### src/mmi_pkg.sv
// Shared types and constants of the marker match and inject block.
package mmi_pkg;

    localparam int BYTE_W       = 8;
    localparam int CFG_DATA_W   = 64;
    localparam int CFG_IDX_W    = 3;
    localparam int MLEN_W       = 4;
    localparam int ILEN_W       = 6;
    localparam int INSERT_WORDS = 4;
    localparam int INS_IDX_W    = 5;

    typedef enum logic [CFG_IDX_W-1:0] {
        REG_MARKER_BYTES  = 3'd0,
        REG_MARKER_LENGTH = 3'd1,
        REG_INSERT_WORD_0 = 3'd2,
        REG_INSERT_WORD_1 = 3'd3,
        REG_INSERT_WORD_2 = 3'd4,
        REG_INSERT_WORD_3 = 3'd5,
        REG_INSERT_LENGTH = 3'd6
    } cfg_idx_t;

    typedef struct packed {
        logic [MLEN_W-1:0] count;
        logic              hit;
    } match_t;

endpackage

### src/marker_match_inject_once_top.sv
// Top level of the marker match and one-time insert stream block.

// Bytes pass from the input stream to a single output register, one byte per
// cycle. Each byte is compared against the configured marker (1 to MARKER_MAX
// bytes); when the first complete match ends, that byte is sent and then the
// configured insert bytes follow, one per cycle from the same output register,
// with tuser set. During that burst the input is held off until every insert
// byte (insert_length, capped at INSERT_MAX) has been loaded, and longer
// while the output stalls; after it the block is a plain pass-through for good.
// Outside the burst the input is ready whenever the output register is empty or
// being drained, so throughput is one byte per cycle unless the output stalls.
// Write configuration only while the stream is idle.
module marker_match_inject_once_top #(
    parameter int MARKER_MAX = 8,
    parameter int INSERT_MAX = 32
) (
    input  logic                                clk,
    input  logic                                rst_n,
    input  logic                                s_axis_tvalid,
    output logic                                s_axis_tready,
    input  logic [7:0]                          s_axis_tdata,  // [7:0] in_byte
    output logic                                m_axis_tvalid,
    input  logic                                m_axis_tready,
    output logic [7:0]                          m_axis_tdata,  // [7:0] out_byte
    output logic [0:0]                          m_axis_tuser,  // [0] is_inserted
    output logic                                m_axis_tlast,
    input  logic                                cfg_we,
    input  logic [mmi_pkg::CFG_IDX_W-1:0]       cfg_index,
    input  logic [mmi_pkg::CFG_DATA_W-1:0]      cfg_data
);

    localparam int INS_BITS = mmi_pkg::INSERT_WORDS * mmi_pkg::CFG_DATA_W;

    logic [mmi_pkg::CFG_DATA_W-1:0] marker_bytes_reg;
    logic [mmi_pkg::MLEN_W-1:0]     marker_length_reg;
    logic [mmi_pkg::CFG_DATA_W-1:0] insert_word_reg [mmi_pkg::INSERT_WORDS];
    logic [mmi_pkg::ILEN_W-1:0]     insert_length_reg;

    logic [mmi_pkg::MLEN_W-1:0]     match_count_reg, match_count_next;
    logic                           done_reg, done_next;
    logic                           ins_active_reg, ins_active_next;
    logic [mmi_pkg::INS_IDX_W-1:0]  ins_idx_reg, ins_idx_next;
    logic [mmi_pkg::ILEN_W-1:0]     ins_len_reg, ins_len_next;

    logic                           out_valid_reg, out_valid_next;
    logic [mmi_pkg::BYTE_W-1:0]     out_byte_reg, out_byte_next;
    logic                           out_ins_reg, out_ins_next;
    logic                           out_last_reg, out_last_next;

    logic                           out_free;
    logic                           in_accept;
    logic [mmi_pkg::ILEN_W-1:0]     ilen;
    logic [INS_BITS-1:0]            insert_vec;
    logic                           ins_last;
    mmi_pkg::match_t                match;

    mmi_match #(
        .MARKER_MAX (MARKER_MAX)
    ) u_match (
        .in_byte       (s_axis_tdata),
        .match_count   (match_count_reg),
        .marker_bytes  (marker_bytes_reg),
        .marker_length (marker_length_reg),
        .result        (match)
    );

    assign out_free      = !out_valid_reg || m_axis_tready;
    assign s_axis_tready = out_free && !ins_active_reg;
    assign in_accept     = s_axis_tvalid && s_axis_tready;

    assign m_axis_tvalid   = out_valid_reg;
    assign m_axis_tdata    = out_byte_reg;
    assign m_axis_tuser[0] = out_ins_reg;
    assign m_axis_tlast    = out_last_reg;

    assign insert_vec = {insert_word_reg[3], insert_word_reg[2],
                         insert_word_reg[1], insert_word_reg[0]};
    assign ilen       = (insert_length_reg > mmi_pkg::ILEN_W'(INSERT_MAX))
                        ? mmi_pkg::ILEN_W'(INSERT_MAX) : insert_length_reg;
    assign ins_last   = ({1'b0, ins_idx_reg} + mmi_pkg::ILEN_W'(1)) == ins_len_reg;

    always_comb
    begin
        match_count_next = match_count_reg;
        done_next        = done_reg;
        ins_active_next  = ins_active_reg;
        ins_idx_next     = ins_idx_reg;
        ins_len_next     = ins_len_reg;
        out_valid_next   = out_valid_reg;
        out_byte_next    = out_byte_reg;
        out_ins_next     = out_ins_reg;
        out_last_next    = out_last_reg;

        if (out_free)
        begin
            out_valid_next = 1'b0;
            if (ins_active_reg)
            begin
                out_valid_next  = 1'b1;
                out_byte_next   = insert_vec[ins_idx_reg*mmi_pkg::BYTE_W +: mmi_pkg::BYTE_W];
                out_ins_next    = 1'b1;
                out_last_next   = ins_last;
                ins_idx_next    = ins_idx_reg + mmi_pkg::INS_IDX_W'(1);
                ins_active_next = !ins_last;
            end
            else if (in_accept)
            begin
                out_valid_next = 1'b1;
                out_byte_next  = s_axis_tdata;
                out_ins_next   = 1'b0;
                out_last_next  = 1'b1;
                if (!done_reg)
                begin
                    match_count_next = match.count;
                    if (match.hit)
                    begin
                        done_next       = 1'b1;
                        out_last_next   = (ilen == '0);
                        ins_active_next = (ilen != '0);
                        ins_idx_next    = '0;
                        ins_len_next    = ilen;
                    end
                end
            end
        end
    end

    always_ff @(posedge clk or negedge rst_n)
    begin
        if (!rst_n)
        begin
            match_count_reg <= '0;
            done_reg        <= 1'b0;
            ins_active_reg  <= 1'b0;
            ins_idx_reg     <= '0;
            ins_len_reg     <= '0;
            out_valid_reg   <= 1'b0;
        end
        else
        begin
            match_count_reg <= match_count_next;
            done_reg        <= done_next;
            ins_active_reg  <= ins_active_next;
            ins_idx_reg     <= ins_idx_next;
            ins_len_reg     <= ins_len_next;
            out_valid_reg   <= out_valid_next;
        end
    end

    always_ff @(posedge clk)
    begin
        out_byte_reg <= out_byte_next;
        out_ins_reg  <= out_ins_next;
        out_last_reg <= out_last_next;
    end

    always_ff @(posedge clk or negedge rst_n)
    begin
        if (!rst_n)
        begin
            marker_bytes_reg   <= '0;
            marker_length_reg  <= mmi_pkg::MLEN_W'(1);
            insert_word_reg[0] <= '0;
            insert_word_reg[1] <= '0;
            insert_word_reg[2] <= '0;
            insert_word_reg[3] <= '0;
            insert_length_reg  <= '0;
        end
        else if (cfg_we)
        begin
            unique case (mmi_pkg::cfg_idx_t'(cfg_index))
                mmi_pkg::REG_MARKER_BYTES:  marker_bytes_reg   <= cfg_data;
                mmi_pkg::REG_MARKER_LENGTH:
                    marker_length_reg <= cfg_data[mmi_pkg::MLEN_W-1:0];
                mmi_pkg::REG_INSERT_WORD_0: insert_word_reg[0] <= cfg_data;
                mmi_pkg::REG_INSERT_WORD_1: insert_word_reg[1] <= cfg_data;
                mmi_pkg::REG_INSERT_WORD_2: insert_word_reg[2] <= cfg_data;
                mmi_pkg::REG_INSERT_WORD_3: insert_word_reg[3] <= cfg_data;
                mmi_pkg::REG_INSERT_LENGTH:
                    insert_length_reg <= cfg_data[mmi_pkg::ILEN_W-1:0];
                default: ;
            endcase
        end
    end

`ifndef ASSERT_OFF
    a_burst_holds_input: assert property (@(posedge clk) disable iff (!rst_n)
        ins_active_reg |-> !s_axis_tready)
        else $error("input ready during insert burst");

    a_burst_after_match: assert property (@(posedge clk) disable iff (!rst_n)
        ins_active_reg |-> done_reg)
        else $error("insert burst without completed match");

    a_match_sets_done: assert property (@(posedge clk) disable iff (!rst_n)
        (in_accept && !done_reg && match.hit) |=> (done_reg && match_count_reg == '0))
        else $error("complete match did not end the search");

    a_done_sticky: assert property (@(posedge clk) disable iff (!rst_n)
        done_reg |=> (done_reg && match_count_reg == '0))
        else $error("search resumed after insertion");
`endif

endmodule

### src/mmi_match.sv
// Marker comparison: next match count and complete-match flag for one byte.
module mmi_match #(
    parameter int MARKER_MAX = 8
) (
    input  logic [mmi_pkg::BYTE_W-1:0]     in_byte,
    input  logic [mmi_pkg::MLEN_W-1:0]     match_count,
    input  logic [mmi_pkg::CFG_DATA_W-1:0] marker_bytes,
    input  logic [mmi_pkg::MLEN_W-1:0]     marker_length,
    output mmi_pkg::match_t                result
);

    logic [mmi_pkg::MLEN_W-1:0] mlen;
    logic [mmi_pkg::MLEN_W-1:0] cnt;
    logic [mmi_pkg::MLEN_W-1:0] cnt_new;
    logic [mmi_pkg::BYTE_W-1:0] marker_cur;
    logic [mmi_pkg::BYTE_W-1:0] marker_first;

    always_comb
    begin
        if (marker_length == '0)
            mlen = mmi_pkg::MLEN_W'(1);
        else if (marker_length > mmi_pkg::MLEN_W'(MARKER_MAX))
            mlen = mmi_pkg::MLEN_W'(MARKER_MAX);
        else
            mlen = marker_length;

        cnt = (match_count >= mlen) ? '0 : match_count;

        marker_cur   = marker_bytes[cnt[2:0]*mmi_pkg::BYTE_W +: mmi_pkg::BYTE_W];
        marker_first = marker_bytes[mmi_pkg::BYTE_W-1:0];

        if (marker_cur == in_byte)
            cnt_new = cnt + mmi_pkg::MLEN_W'(1);
        else if (marker_first == in_byte)
            cnt_new = mmi_pkg::MLEN_W'(1);
        else
            cnt_new = '0;

        result.hit   = (cnt_new >= mlen);
        result.count = result.hit ? '0 : cnt_new;
    end

endmodule
### config.mk
export PLATFORM = sky130hd
export DESIGN_NAME = marker_match_inject_once_top
export DESIGN_NICKNAME = d
export VERILOG_FILES = /design/src/mmi_pkg.sv /design/src/marker_match_inject_once_top.sv /design/src/mmi_match.sv
export SDC_FILE = /design/constraint.sdc
export NUM_CORES = 1
export LEC_CHECK = 0
export BUFFER_PORTS_ARGS = -buffer_cell sky130_fd_sc_hd__buf_2
export CELL_PAD_IN_SITES_DETAIL_PLACEMENT = 1
export CELL_PAD_IN_SITES_GLOBAL_PLACEMENT = 2
export CORE_ASPECT_RATIO = 1.2
export CORE_MARGIN = 8
export CORE_UTILIZATION = 47
export CTS_BUF_LIST = sky130_fd_sc_hd__clkbuf_8
export DETAILED_ROUTE_END_ITERATION = 8
export GPL_ROUTABILITY_DRIVEN = 0
export PLACE_DENSITY = 0.94
export SYNTH_ARGS = -nofsm -noshare
export SYNTH_HDL_FRONTEND = slang
export SYNTH_SLANG_ARGS = --single-unit
### constraint.sdc
create_clock -name clk -period 5.6 [get_ports clk]
set_clock_uncertainty 0.15 [all_clocks]
set_input_delay 1.12 -clock clk [delete_from_list [all_inputs] [get_ports clk]]
set_output_delay 1.12 -clock clk [all_outputs]
set_load 0.02 [all_outputs]
Word-level counts from Yosys, hierarchy flattened
Index checks and enable logic that the tools add are counted.
Storage, ports and cells
  word-level logic and storage cells: 87
  bits in registers: 358
  output and inout port bits: 12
  bits of input ports: 80
Operators by class
  equal/unequal tests: 10
  multiplexer cells: 26
  magnitude comparators: 4
  add/subtract/negate cells: 3
  shift operators: 2
  bitwise logic cells: 2
  reduce and logical (&&, ||, !) cells: 24
Operator list (count)
  indexed part select 256 x 9 -> 8 bit: 1
  indexed part select 64 x 7 -> 8 bit: 1
  two-way mux 4 bit: 5
  two-way mux 5 bit: 4
  == test 8 bit: 2
  two-way mux 8 bit: 2
  AND reduction 2 bit: 8
  two-way mux 1 bit: 14
  == test 3 bit (second input constant): 3
  >= comparator 4 bit: 2
  AND reduction 4 bit: 2
  adder 5 x 1 -> 6 bit (second input constant): 1
  == test 3 x 2 -> 1 bit (second input constant): 2
  == test 6 bit: 1
  greater-than comparator 6 bit (second input constant): 1
  logical NOT 6 bit: 1
  two-way mux 6 bit: 1
  nonzero test 6 bit: 1
  adder 5 x 1 -> 5 bit (second input constant): 1
  AND reduction 5 bit: 1
  adder 4 x 1 -> 4 bit (second input constant): 1
  greater-than comparator 4 bit (second input constant): 1
  logical NOT 4 bit: 1
  nonzero test 2 bit: 2
  other kinds (8): 12

Logic depth before layout (Yosys ltp)
Gate-level depths: netlist of the first run.
  depth in word-level cells: 13
  depth in mapped cells: 23
  gate-level depth less buffers: 21

By module
A second synthesis of the first run with hierarchy kept.
Unflattened totals
  cell total of the unflattened synthesis: 1214
  area, all modules: 16988.8 sq um
Modules (own cells, without submodules)
  marker_match_inject_once_top: instances 1, seq. area each 9009.9 sq um, cells each 1058, area each 15746.4 sq um
  mmi_match: instances 1, seq. area each 0.0 sq um, cells each 156, area each 1242.4 sq um

Worst setup path after synthesis of the first run
Ideal clock, no wire load.
  path type: reg-to-reg
  start: reg marker_length_reg[0] (netlist bit)
  end: reg ins_idx_reg[2] (netlist bit)
  data required time: 5367 ps
  buffers on the path: 2
  arrival time: 4465 ps
  setup slack: 902 ps
  clock period less this slack: 4698 ps
  stages on the path, launching flop included: 23
  library setup time: 83 ps
  path through: dfstp_2 nor2_1 nor2_1 ha_1 nor3b_2 o21a_1 buf_2 o21ai_0 a32oi_2 xor2_1 nand3_1 or4_1 buf_2 mux2i_2 ha_1 nand2b_1 a21o_1 a21o_1 a21o_1 and3b_1 o21ai_0 o21ai_0 o21ai_0
On the way
  cells in the longest elaborated chain, start to end: 11
  elaborated cells between the ends (all ways): 13
  those cells by class: add/sub (1); order compare (3); eq/ne (1); shift (1); mux (4); reduce/logical (3)
RTL lines
  from (decl): RTL line marker_match_inject_once_top.sv:35  | logic [mmi_pkg::MLEN_W-1:0] marker_length_reg;
  from (signal assigned): RTL line marker_match_inject_once_top.sv:162  | marker_length_reg <= mmi_pkg::MLEN_W'(1);
  from (signal assigned): RTL line marker_match_inject_once_top.sv:174  | marker_length_reg <= cfg_data[mmi_pkg::MLEN_W-1:0];
  greater-than comparator 4 bit: RTL line mmi_match.sv:22  | else if (marker_length > mmi_pkg::MLEN_W'(MARKER_MAX))
  two-way mux 4 bit: RTL line mmi_match.sv:22
  two-way mux 4 bit (*): RTL line mmi_match.sv:20  | if (marker_length == '0)
  >= comparator 4 bit: RTL line mmi_match.sv:27  | cnt = (match_count >= mlen) ? '0 : match_count;
  two-way mux 4 bit: RTL line mmi_match.sv:27
  indexed part select 64 x 7 -> 8 bit: RTL line mmi_match.sv:29  | marker_cur = marker_bytes[cnt[2:0]*mmi_pkg::BYTE_W +: mmi_pkg::BYTE_W];
  == test 8 bit: RTL line mmi_match.sv:32  | if (marker_cur == in_byte)
  two-way mux 4 bit: RTL line mmi_match.sv:32
  >= comparator 4 bit (*): RTL line mmi_match.sv:39  | result.hit = (cnt_new >= mlen);
  nonzero test 2 bit (no line) (*)
  AND reduction 4 bit (no line) (*)
  to (signal assigned): RTL line marker_match_inject_once_top.sv:144  | ins_idx_reg <= ins_idx_next;
  to (decl): RTL line marker_match_inject_once_top.sv:42  | logic [mmi_pkg::INS_IDX_W-1:0] ins_idx_reg, ins_idx_next;
Mark *: on every way between the ends. The rest lies on a longest branch, timed or not.
A chain may end at the register's enable or synchronous reset.

Final worst setup path of the first run
Same ends and word-level chain as after synthesis.

==> results of run 1 <==
cell families after synthesis:
| group | count (synthesis) |
|---|---|
| fa+ha+maj | 10 |
| buf+inv | 75 |
| mux | 436 |
| xor+xnor | 23 |
| simple gates | 111 |
| compound gates | 79 |
| flops | 358 |
placed cells by master (no fill, tap or decap), types with 11 or more instances in the layout:
master	netlist	routed
dfrtp_1	347	345
mux2_2	332	332
buf_2	7	90
mux4_2	76	76
clkbuf_8	0	69
nand2_1	36	36
inv_1	7	29
nor2_1	25	25
mux2i_1	24	24
a21oi_1	17	17
buf_4	0	17
xnor2_1	13	13
o21ai_0	13	12
nand3_1	11	11
worst max-delay path: stages, from the launching register on:
cell and delay (ns):
dfstp_2 0.53, nor2_1 0.05, nor2_1 0.15, ha_1 0.27
nor3b_2 0.25, o21a_2 0.30, nand2_1 0.21, o22ai_1 0.23
xor2_1 0.16, nand3_1 0.09, or4_4 0.60, mux2i_2 0.19
ha_1 0.31, nand2b_1 0.16, a21o_1 0.18, a21o_1 0.17
a21o_1 0.29, and3b_1 0.21, o21ai_1 0.28, o21ai_0 0.17
o21ai_0 0.12
layer usage:
metal / up-vias / share of wire, %
li1: 4304 / -
met1: 5257 / 38
met2: 233 / 53
met3: 84 / 4.5
met4: 2 / 3.8
met5: - / 0.028
worst min path at each step:
stage	start	cells past startpoint	end	slack [ns]
global route	insert_vec[224]$_DFFE_PN0P_	1	insert_vec[224]$_DFFE_PN0P_	0.37
CTS	ins_len_reg[0]$_DFFE_PN0P_	2	ins_len_reg[0]$_DFFE_PN0P_	0.35
finish	ins_len_reg[0]$_DFFE_PN0P_	2	ins_len_reg[0]$_DFFE_PN0P_	0.34
detailed placement	ins_len_reg[0]$_DFFE_PN0P_	2	ins_len_reg[0]$_DFFE_PN0P_	0.33
floorplan	ins_active_reg$_DFFE_PN0N_	0	m_axis_tuser$_SDFFCE_PP1P_	0.27
global placement	ins_len_reg[1]$_DFFE_PN0P_	2	ins_len_reg[1]$_DFFE_PN0P_	0.33
per-stage QoR:
stage	power, W	setup WS, ns	util, %
2_1_floorplan	0.00515	0.902	-
3_3_place_gp	0.00581	0.256	50.2
3_5_place_dp	0.00596	0.146	50.2
4_1_cts	0.00814	0.121	53.4
5_1_grt	0.00845	0.0415	53.4
6_report	0.00804	0.439	53.5
cell type report:
class / instances / area (um2) / share of cell area (%)
clock inverter: 35 / 156 / 0.840
tap: 462 / 578 / 3.11
timing repair buffer: 110 / 633 / 3.40
antenna: 5 / 12.5 / 0.0672
inverter: 7 / 26.3 / 0.141
clock buffer: 69 / 950 / 5.10
sequential: 358 / 9010 / 48.4
multi-input combinational: 659 / 7240 / 38.9
power by group:
group | internal (W) | leakage (nW) | total [W] | switching (W)
Sequential | 0.00319 | 4.29 | 0.00366 | 0.000463
Combinational | 0.00124 | 2.89 | 0.00224 | 0.00100
Clock | 0.00111 | 0.657 | 0.00214 | 0.00103
timing repair:
item / in CTS / in global routing
endpoints found under the setup margin: 0 / 7
endpoints found under the hold margin: 0 / 0
hold buffers: 0 / 0
gates resized for setup: 0 / 4
==> summary.txt, run 1 <==
Timing
  • Tightest Pin Transition: 1.01 ns
  • Final Setup Violations: 0
  • Relative max-transition margin: 32.5%
  • Total Negative Setup Slacks: 0 ns
  • Final hold slack: 0.339 ns
  • Max Fclk: 194 MHz
  • Final hold violation count: 0
  • Fin. max-slew vios: 0
  • Fin crit period: 5.16 ns
  • Period utilization: 92.2%
  • Unrepaired setup endpoints after global routing: no

Die
  • Row count: 75
  • Io pins: 92
  • Die area: 41,400 um2
  • Core area: 34,800 um2
  • Starting Density: 47.4%
  • DIE WIDTH: 187 um
  • Die height: 221 um

Cells and area
  • Max reg flops: 256
  • NumNets Final: 1,282
  • Post-route cell area: 18,600 um2
  • Fillers: 3,301
  • Layout cells sized above 1: 49.9%
  • Area Overhead vs Synth: 12.7%
  • Post-route insts no fill: 1,705

Worst setup path
  • Startpoint types: register
  • Crit path to: ins_idx_reg[2]$_DFFE_PN0P_
  • Reg2reg end: ins_idx_reg[2]$_DFFE_PN0P_
  • WP data arrival: 5.51 ns
  • Crit Path Category: reg2reg
  • R2R Setup Slk: 0.44 ns
  • Critical Path RT: 5.94 ns
  • Worst-case reg-to-reg path depth: 20
  • Worst Path Max Fanout: 12
  • Reg2reg start: marker_length_reg[0]$_DFFE_PN1P_
  • CP Launch Point: marker_length_reg[0]$_DFFE_PN1P_
  • Endpoint class of the critical path: register

Synthesis
  • Post-synthesis compound-gate area fraction: 3.26%
  • Simple-gate share of the synthesized area: 3.39%
  • Main combinational cell family by area after synthesis: multiplexers
  • Top post-synthesis cells by count: dfrtp_1 (347), mux2_2 (332), mux4_2 (76)
  • Post-Syn Nets: 1,182
  • Top post-synthesis cells by area: dfrtp_1 (53%), mux2_2 (23%), mux4_2 (10%), edfxtp_1 (1.8%), mux2i_1 (1.5%)
  • Count leader, synth: dfrtp_1
  • Number of synthesized flops with an enable pin: 10
  • Yosys top cell by area: dfrtp_1
  • Synth Instances: 1,092
  • Ys Warns: 0
  • Adder-cell area share of the yosys netlist: 0.758%
  • Cell variety after synth: 54
  • Avg Inst Size Synth: 15.1 um2
  • Multiplexer area fraction after synthesis: 35.0%
  • Post-Synth XOR/XNOR Area: 1.22%
  • FF+latch count, synth: 358
  • Top-area cell type share of the netlist area: 52.6%
  • Post-synth ARST share: 97.2%
  • Sequential fraction of the synthesis area: 54.6%
  • Mapped cell area: 16,500 um2
  • Post-synth top flop: dfrtp_1

Hold path
  • Hold Crit Class: reg2reg

Drt
  • Detailed-route via count: 9,880
  • Post-DRT Antenna Nets: 0
  • Mean routed wirelength per cell: 25.2 um
  • Routed Wire Length: 43,000 um
  • DR vias/cell: 5.79
  • DR pass1 iterations: 4
  • DR iter-0 viols: 554
  • DRC: 0

Global routing
  • Vias in the first global route: 11,300
  • Total grt overflow: 0
  • First-pass GRT wire length: 68,100 um
  • Busiest grt layer: met2
  • Global Route met3 Usage: 3.48%
  • GRT Overall Usage: 21.1%
  • M1 GR Usage: 25.0%
  • Initial antenna violation count: 6
  • Largest net degree at the start of global routing: 126
  • Met2 usage: 37.5%

CTS
  • Clock tree from TritonCTS: yes
  • CTS clock-pin slew for the worst setup and hold paths: 0.06 ns
  • Clock Latency Late Sink: 0.62 ns
  • CTS Sinks: 358
  • H-tree levels: 2
  • Clk buf depth: 3
  • Post-CTS Setup Inserts: 0
  • Clock Tree Root: clkbuf_8
  • Inserted Clock Buffers: 56

Pwr
  • Max IR drop VDD: 0.251 mV
  • P_leak: 7.83 nW
  • Power density over the cells: 432 nW/um2

Run
  • Max cap viols: 0

Placed design
  • Placed Area: 17,500 um2
  • # port buffers: 91
  • DP HPWL: 29,300 um
  • Dpl cells: 1,596

Outcome
  • Status: complete, no violations
(Power assumes the default switching activity.)
==> run 2, diff against run 1 <==
--- a/config.mk
+++ b/config.mk
@@ -6,9 +6,8 @@
 export NUM_CORES = 1
 export LEC_CHECK = 0
 export BUFFER_PORTS_ARGS = -buffer_cell sky130_fd_sc_hd__buf_2
-export CELL_PAD_IN_SITES_DETAIL_PLACEMENT = 1
+export CELL_PAD_IN_SITES_DETAIL_PLACEMENT = 2
 export CELL_PAD_IN_SITES_GLOBAL_PLACEMENT = 2
-export CORE_ASPECT_RATIO = 1.2
 export CORE_MARGIN = 8
 export CORE_UTILIZATION = 47
 export CTS_BUF_LIST = sky130_fd_sc_hd__clkbuf_8
==> run 2 against run 1 <==
Effect of this change:
- critical path depth is the same
- flip-flop and latch count is the same
- total power grew 9.2%
- largest cell class unchanged
- worst setup slack lost 0.42 ns
==> summary.txt, run 2 (synthesized netlist as in run 1, its figures left out) <==
Outcome
  • Status: complete, no violations

Worst setup path
  • Buf/Inv on CP: 1
  • Startpoint types: register
  • Crit path depth: 20
  • CP Cell Sequence: inv_1 -> nand2_1 -> ha_1 -> o211ai_1 -> o211ai_1 -> a221oi_2 -> o22ai_1 -> xnor2_1 -> nand3_1 -> or4_4 -> mux2i_4 -> ha_1 -> nand2b_1 -> a21o_1 -> a21o_1 -> a21o_2 -> and3b_1 -> o21ai_4 -> a31oi_1 -> o21ai_1
  • WP data arrival: 6.02 ns
  • Worst Path Max Fanout: 9
  • Max incr delay on CP: 0.51 ns
  • Endpoint class of the critical path: register
  • Crit Path Category: reg2reg
  • Worst path slowest cell: or4_4
  • Worst-case reg-to-reg path depth: 20
  • CP delay by family, top: compound AO/OA/AOI/OAI gates
  • Critical Path RT: 6.03 ns

Timing
  • Final hold violation count: 0
  • Setup ws final: 0.0151 ns
  • Max Fclk: 179 MHz
  • Fin. max-slew vios: 0
  • Tightest Pin Transition: 1.14 ns
  • Final Setup Violations: 0
  • Relative max-transition margin: 24.1%
  • Period utilization: 99.7%
  • Fin crit period: 5.58 ns

CTS
  • CTS Hold Buffers Added: 0
  • Clock tree from TritonCTS: yes
  • Clk buf depth: 3
  • Clock Tree Root: clkbuf_8
  • Inserted Clock Buffers: 60
  • H-tree levels: 2
  • Clock Latency Late Sink: 0.67 ns
  • CTS clock-pin slew for the worst setup and hold paths: 0.07 ns
  • CTS Sinks: 358

Pwr
  • P_leak: 7.90 nW
  • Power density over the cells: 468 nW/um2
  • Final Power: 0.00879 W
  • Max IR drop VDD: 0.263 mV

Global routing
  • GRT Overall Usage: 30.6%
  • Initial antenna violation count: 3
  • First-pass GRT wire length: 92,900 um
  • Vias in the first global route: 12,900
  • Largest net degree at the start of global routing: 166
  • Total grt overflow: 0

Placed design
  • Place WS: -0.519 ns
  • # port buffers: 91
  • DP HPWL: 35,600 um
  • Dpl cells: 1,587

Cells and area
  • Layout cells sized above 1: 51.2%
  • Multi-input logic area: 7330 um2
  • Fillers: 3,107
  • Most frequent cells in the layout: dfrtp_1 (345), mux2_2 (332), buf_2 (90)
  • Post-route insts no fill: 1,705
  • Most common cell after layout, fill and taps aside: dfrtp_1
  • Area Overhead vs Synth: 13.8%
  • Max reg flops: 256
  • NumNets Final: 1,296
  • Register area: 9010 um2

Die
  • Die height: 203 um
  • DIE WIDTH: 203 um
  • Row count: 68
  • Io pins: 92
  • Starting Density: 47.8%
  • Core area: 34,500 um2
  • Die area: 41,400 um2

Drt
  • Mean routed wirelength per cell: 37.2 um
  • Post-DRT Antenna Nets: 0
  • Highest routed layer: met5
  • DR iter-0 viols: 837
  • Routed met2 length: 32,700 um
  • DR WL met3: 3770 um
  • DR pass1 iterations: 7
  • Detailed-route via count: 11,100
  • WL met1: 22,400 um
  • DRC: 0
  • Routed Wire Length: 63,400 um
  • DR vias/cell: 6.48

Hold path
  • Hold Crit Class: in2async

Run
  • Max cap viols: 0
==> run 2: cell count changes in the layout (fill, tap and decap cells not counted), sizes merged <==
cell      before  now
clkbuf        69   72
diode          5    3
inv           29   30
buf          110  120
clkinv        11    7
clkinvlp       2    1
==> run 2: power by group <==
group          total, W  internal [W]  switching [W]
combinational   0.00264       0.00130        0.00134
clock           0.00233       0.00115        0.00117
sequential      0.00382       0.00320       0.000623
==> run 2: worst paths after layout <==
check	from	endpoint	slack [ns]
max	marker_length_reg[3]$_DFFE_PN0P_	ins_idx_reg[3]$_DFFE_PN0P_	0.02
min	rst_n	insert_vec[89]$_DFFE_PN0P_	0.30
max reg2reg	marker_length_reg[3]$_DFFE_PN0P_	ins_idx_reg[3]$_DFFE_PN0P_	0.02
min reg2reg	insert_vec[214]$_DFFE_PN0P_	insert_vec[214]$_DFFE_PN0P_	0.35
max in group asynchronous	rst_n	marker_bytes_reg[6]$_DFFE_PN0P_	3.59
min in group clk	insert_vec[214]$_DFFE_PN0P_	insert_vec[214]$_DFFE_PN0P_	0.35
==> run 2: layer usage <==
layer | up-vias | global-route usage, %
met5 | - | 0
met4 | 2 | 19.5
met3 | 236 | 6.11
met2 | 534 | 53.6
met1 | 5961 | 33.8
li1 | 4318 | -
==> run 2: per-stage QoR <==
step	hold WS (ns)	utilization (%)	setup TNS, ns	instance area [um2]
3_3_place_gp	0.326	50.6	0	17500
5_1_grt	0.334	54.4	-0.0502	18800
6_report	0.304	54.4	0	18800
2_1_floorplan	0.273	-	0	16500
3_5_place_dp	0.342	50.6	-2.72	17500
4_1_cts	0.318	54.1	0	18700
==> run 2: area by class of cell <==
class                           instances  area share (%)
Inverter                                7           0.140
Antenna cell                            3          0.0400
Tap cell                              455            3.03
Clock buffer                           72            5.27
Clock inverter                         31           0.713
Sequential cell                       358            48.0
Multi-Input combinational cell        659            39.0
Timing Repair Buffer                  120            3.84
==> run 2: repair_timing <==
action	4_1_cts	5_1_grt
buffers inserted	4	8
gates resized for setup	14	9
endpoints found under the setup margin	18	16
pin swaps	4	7
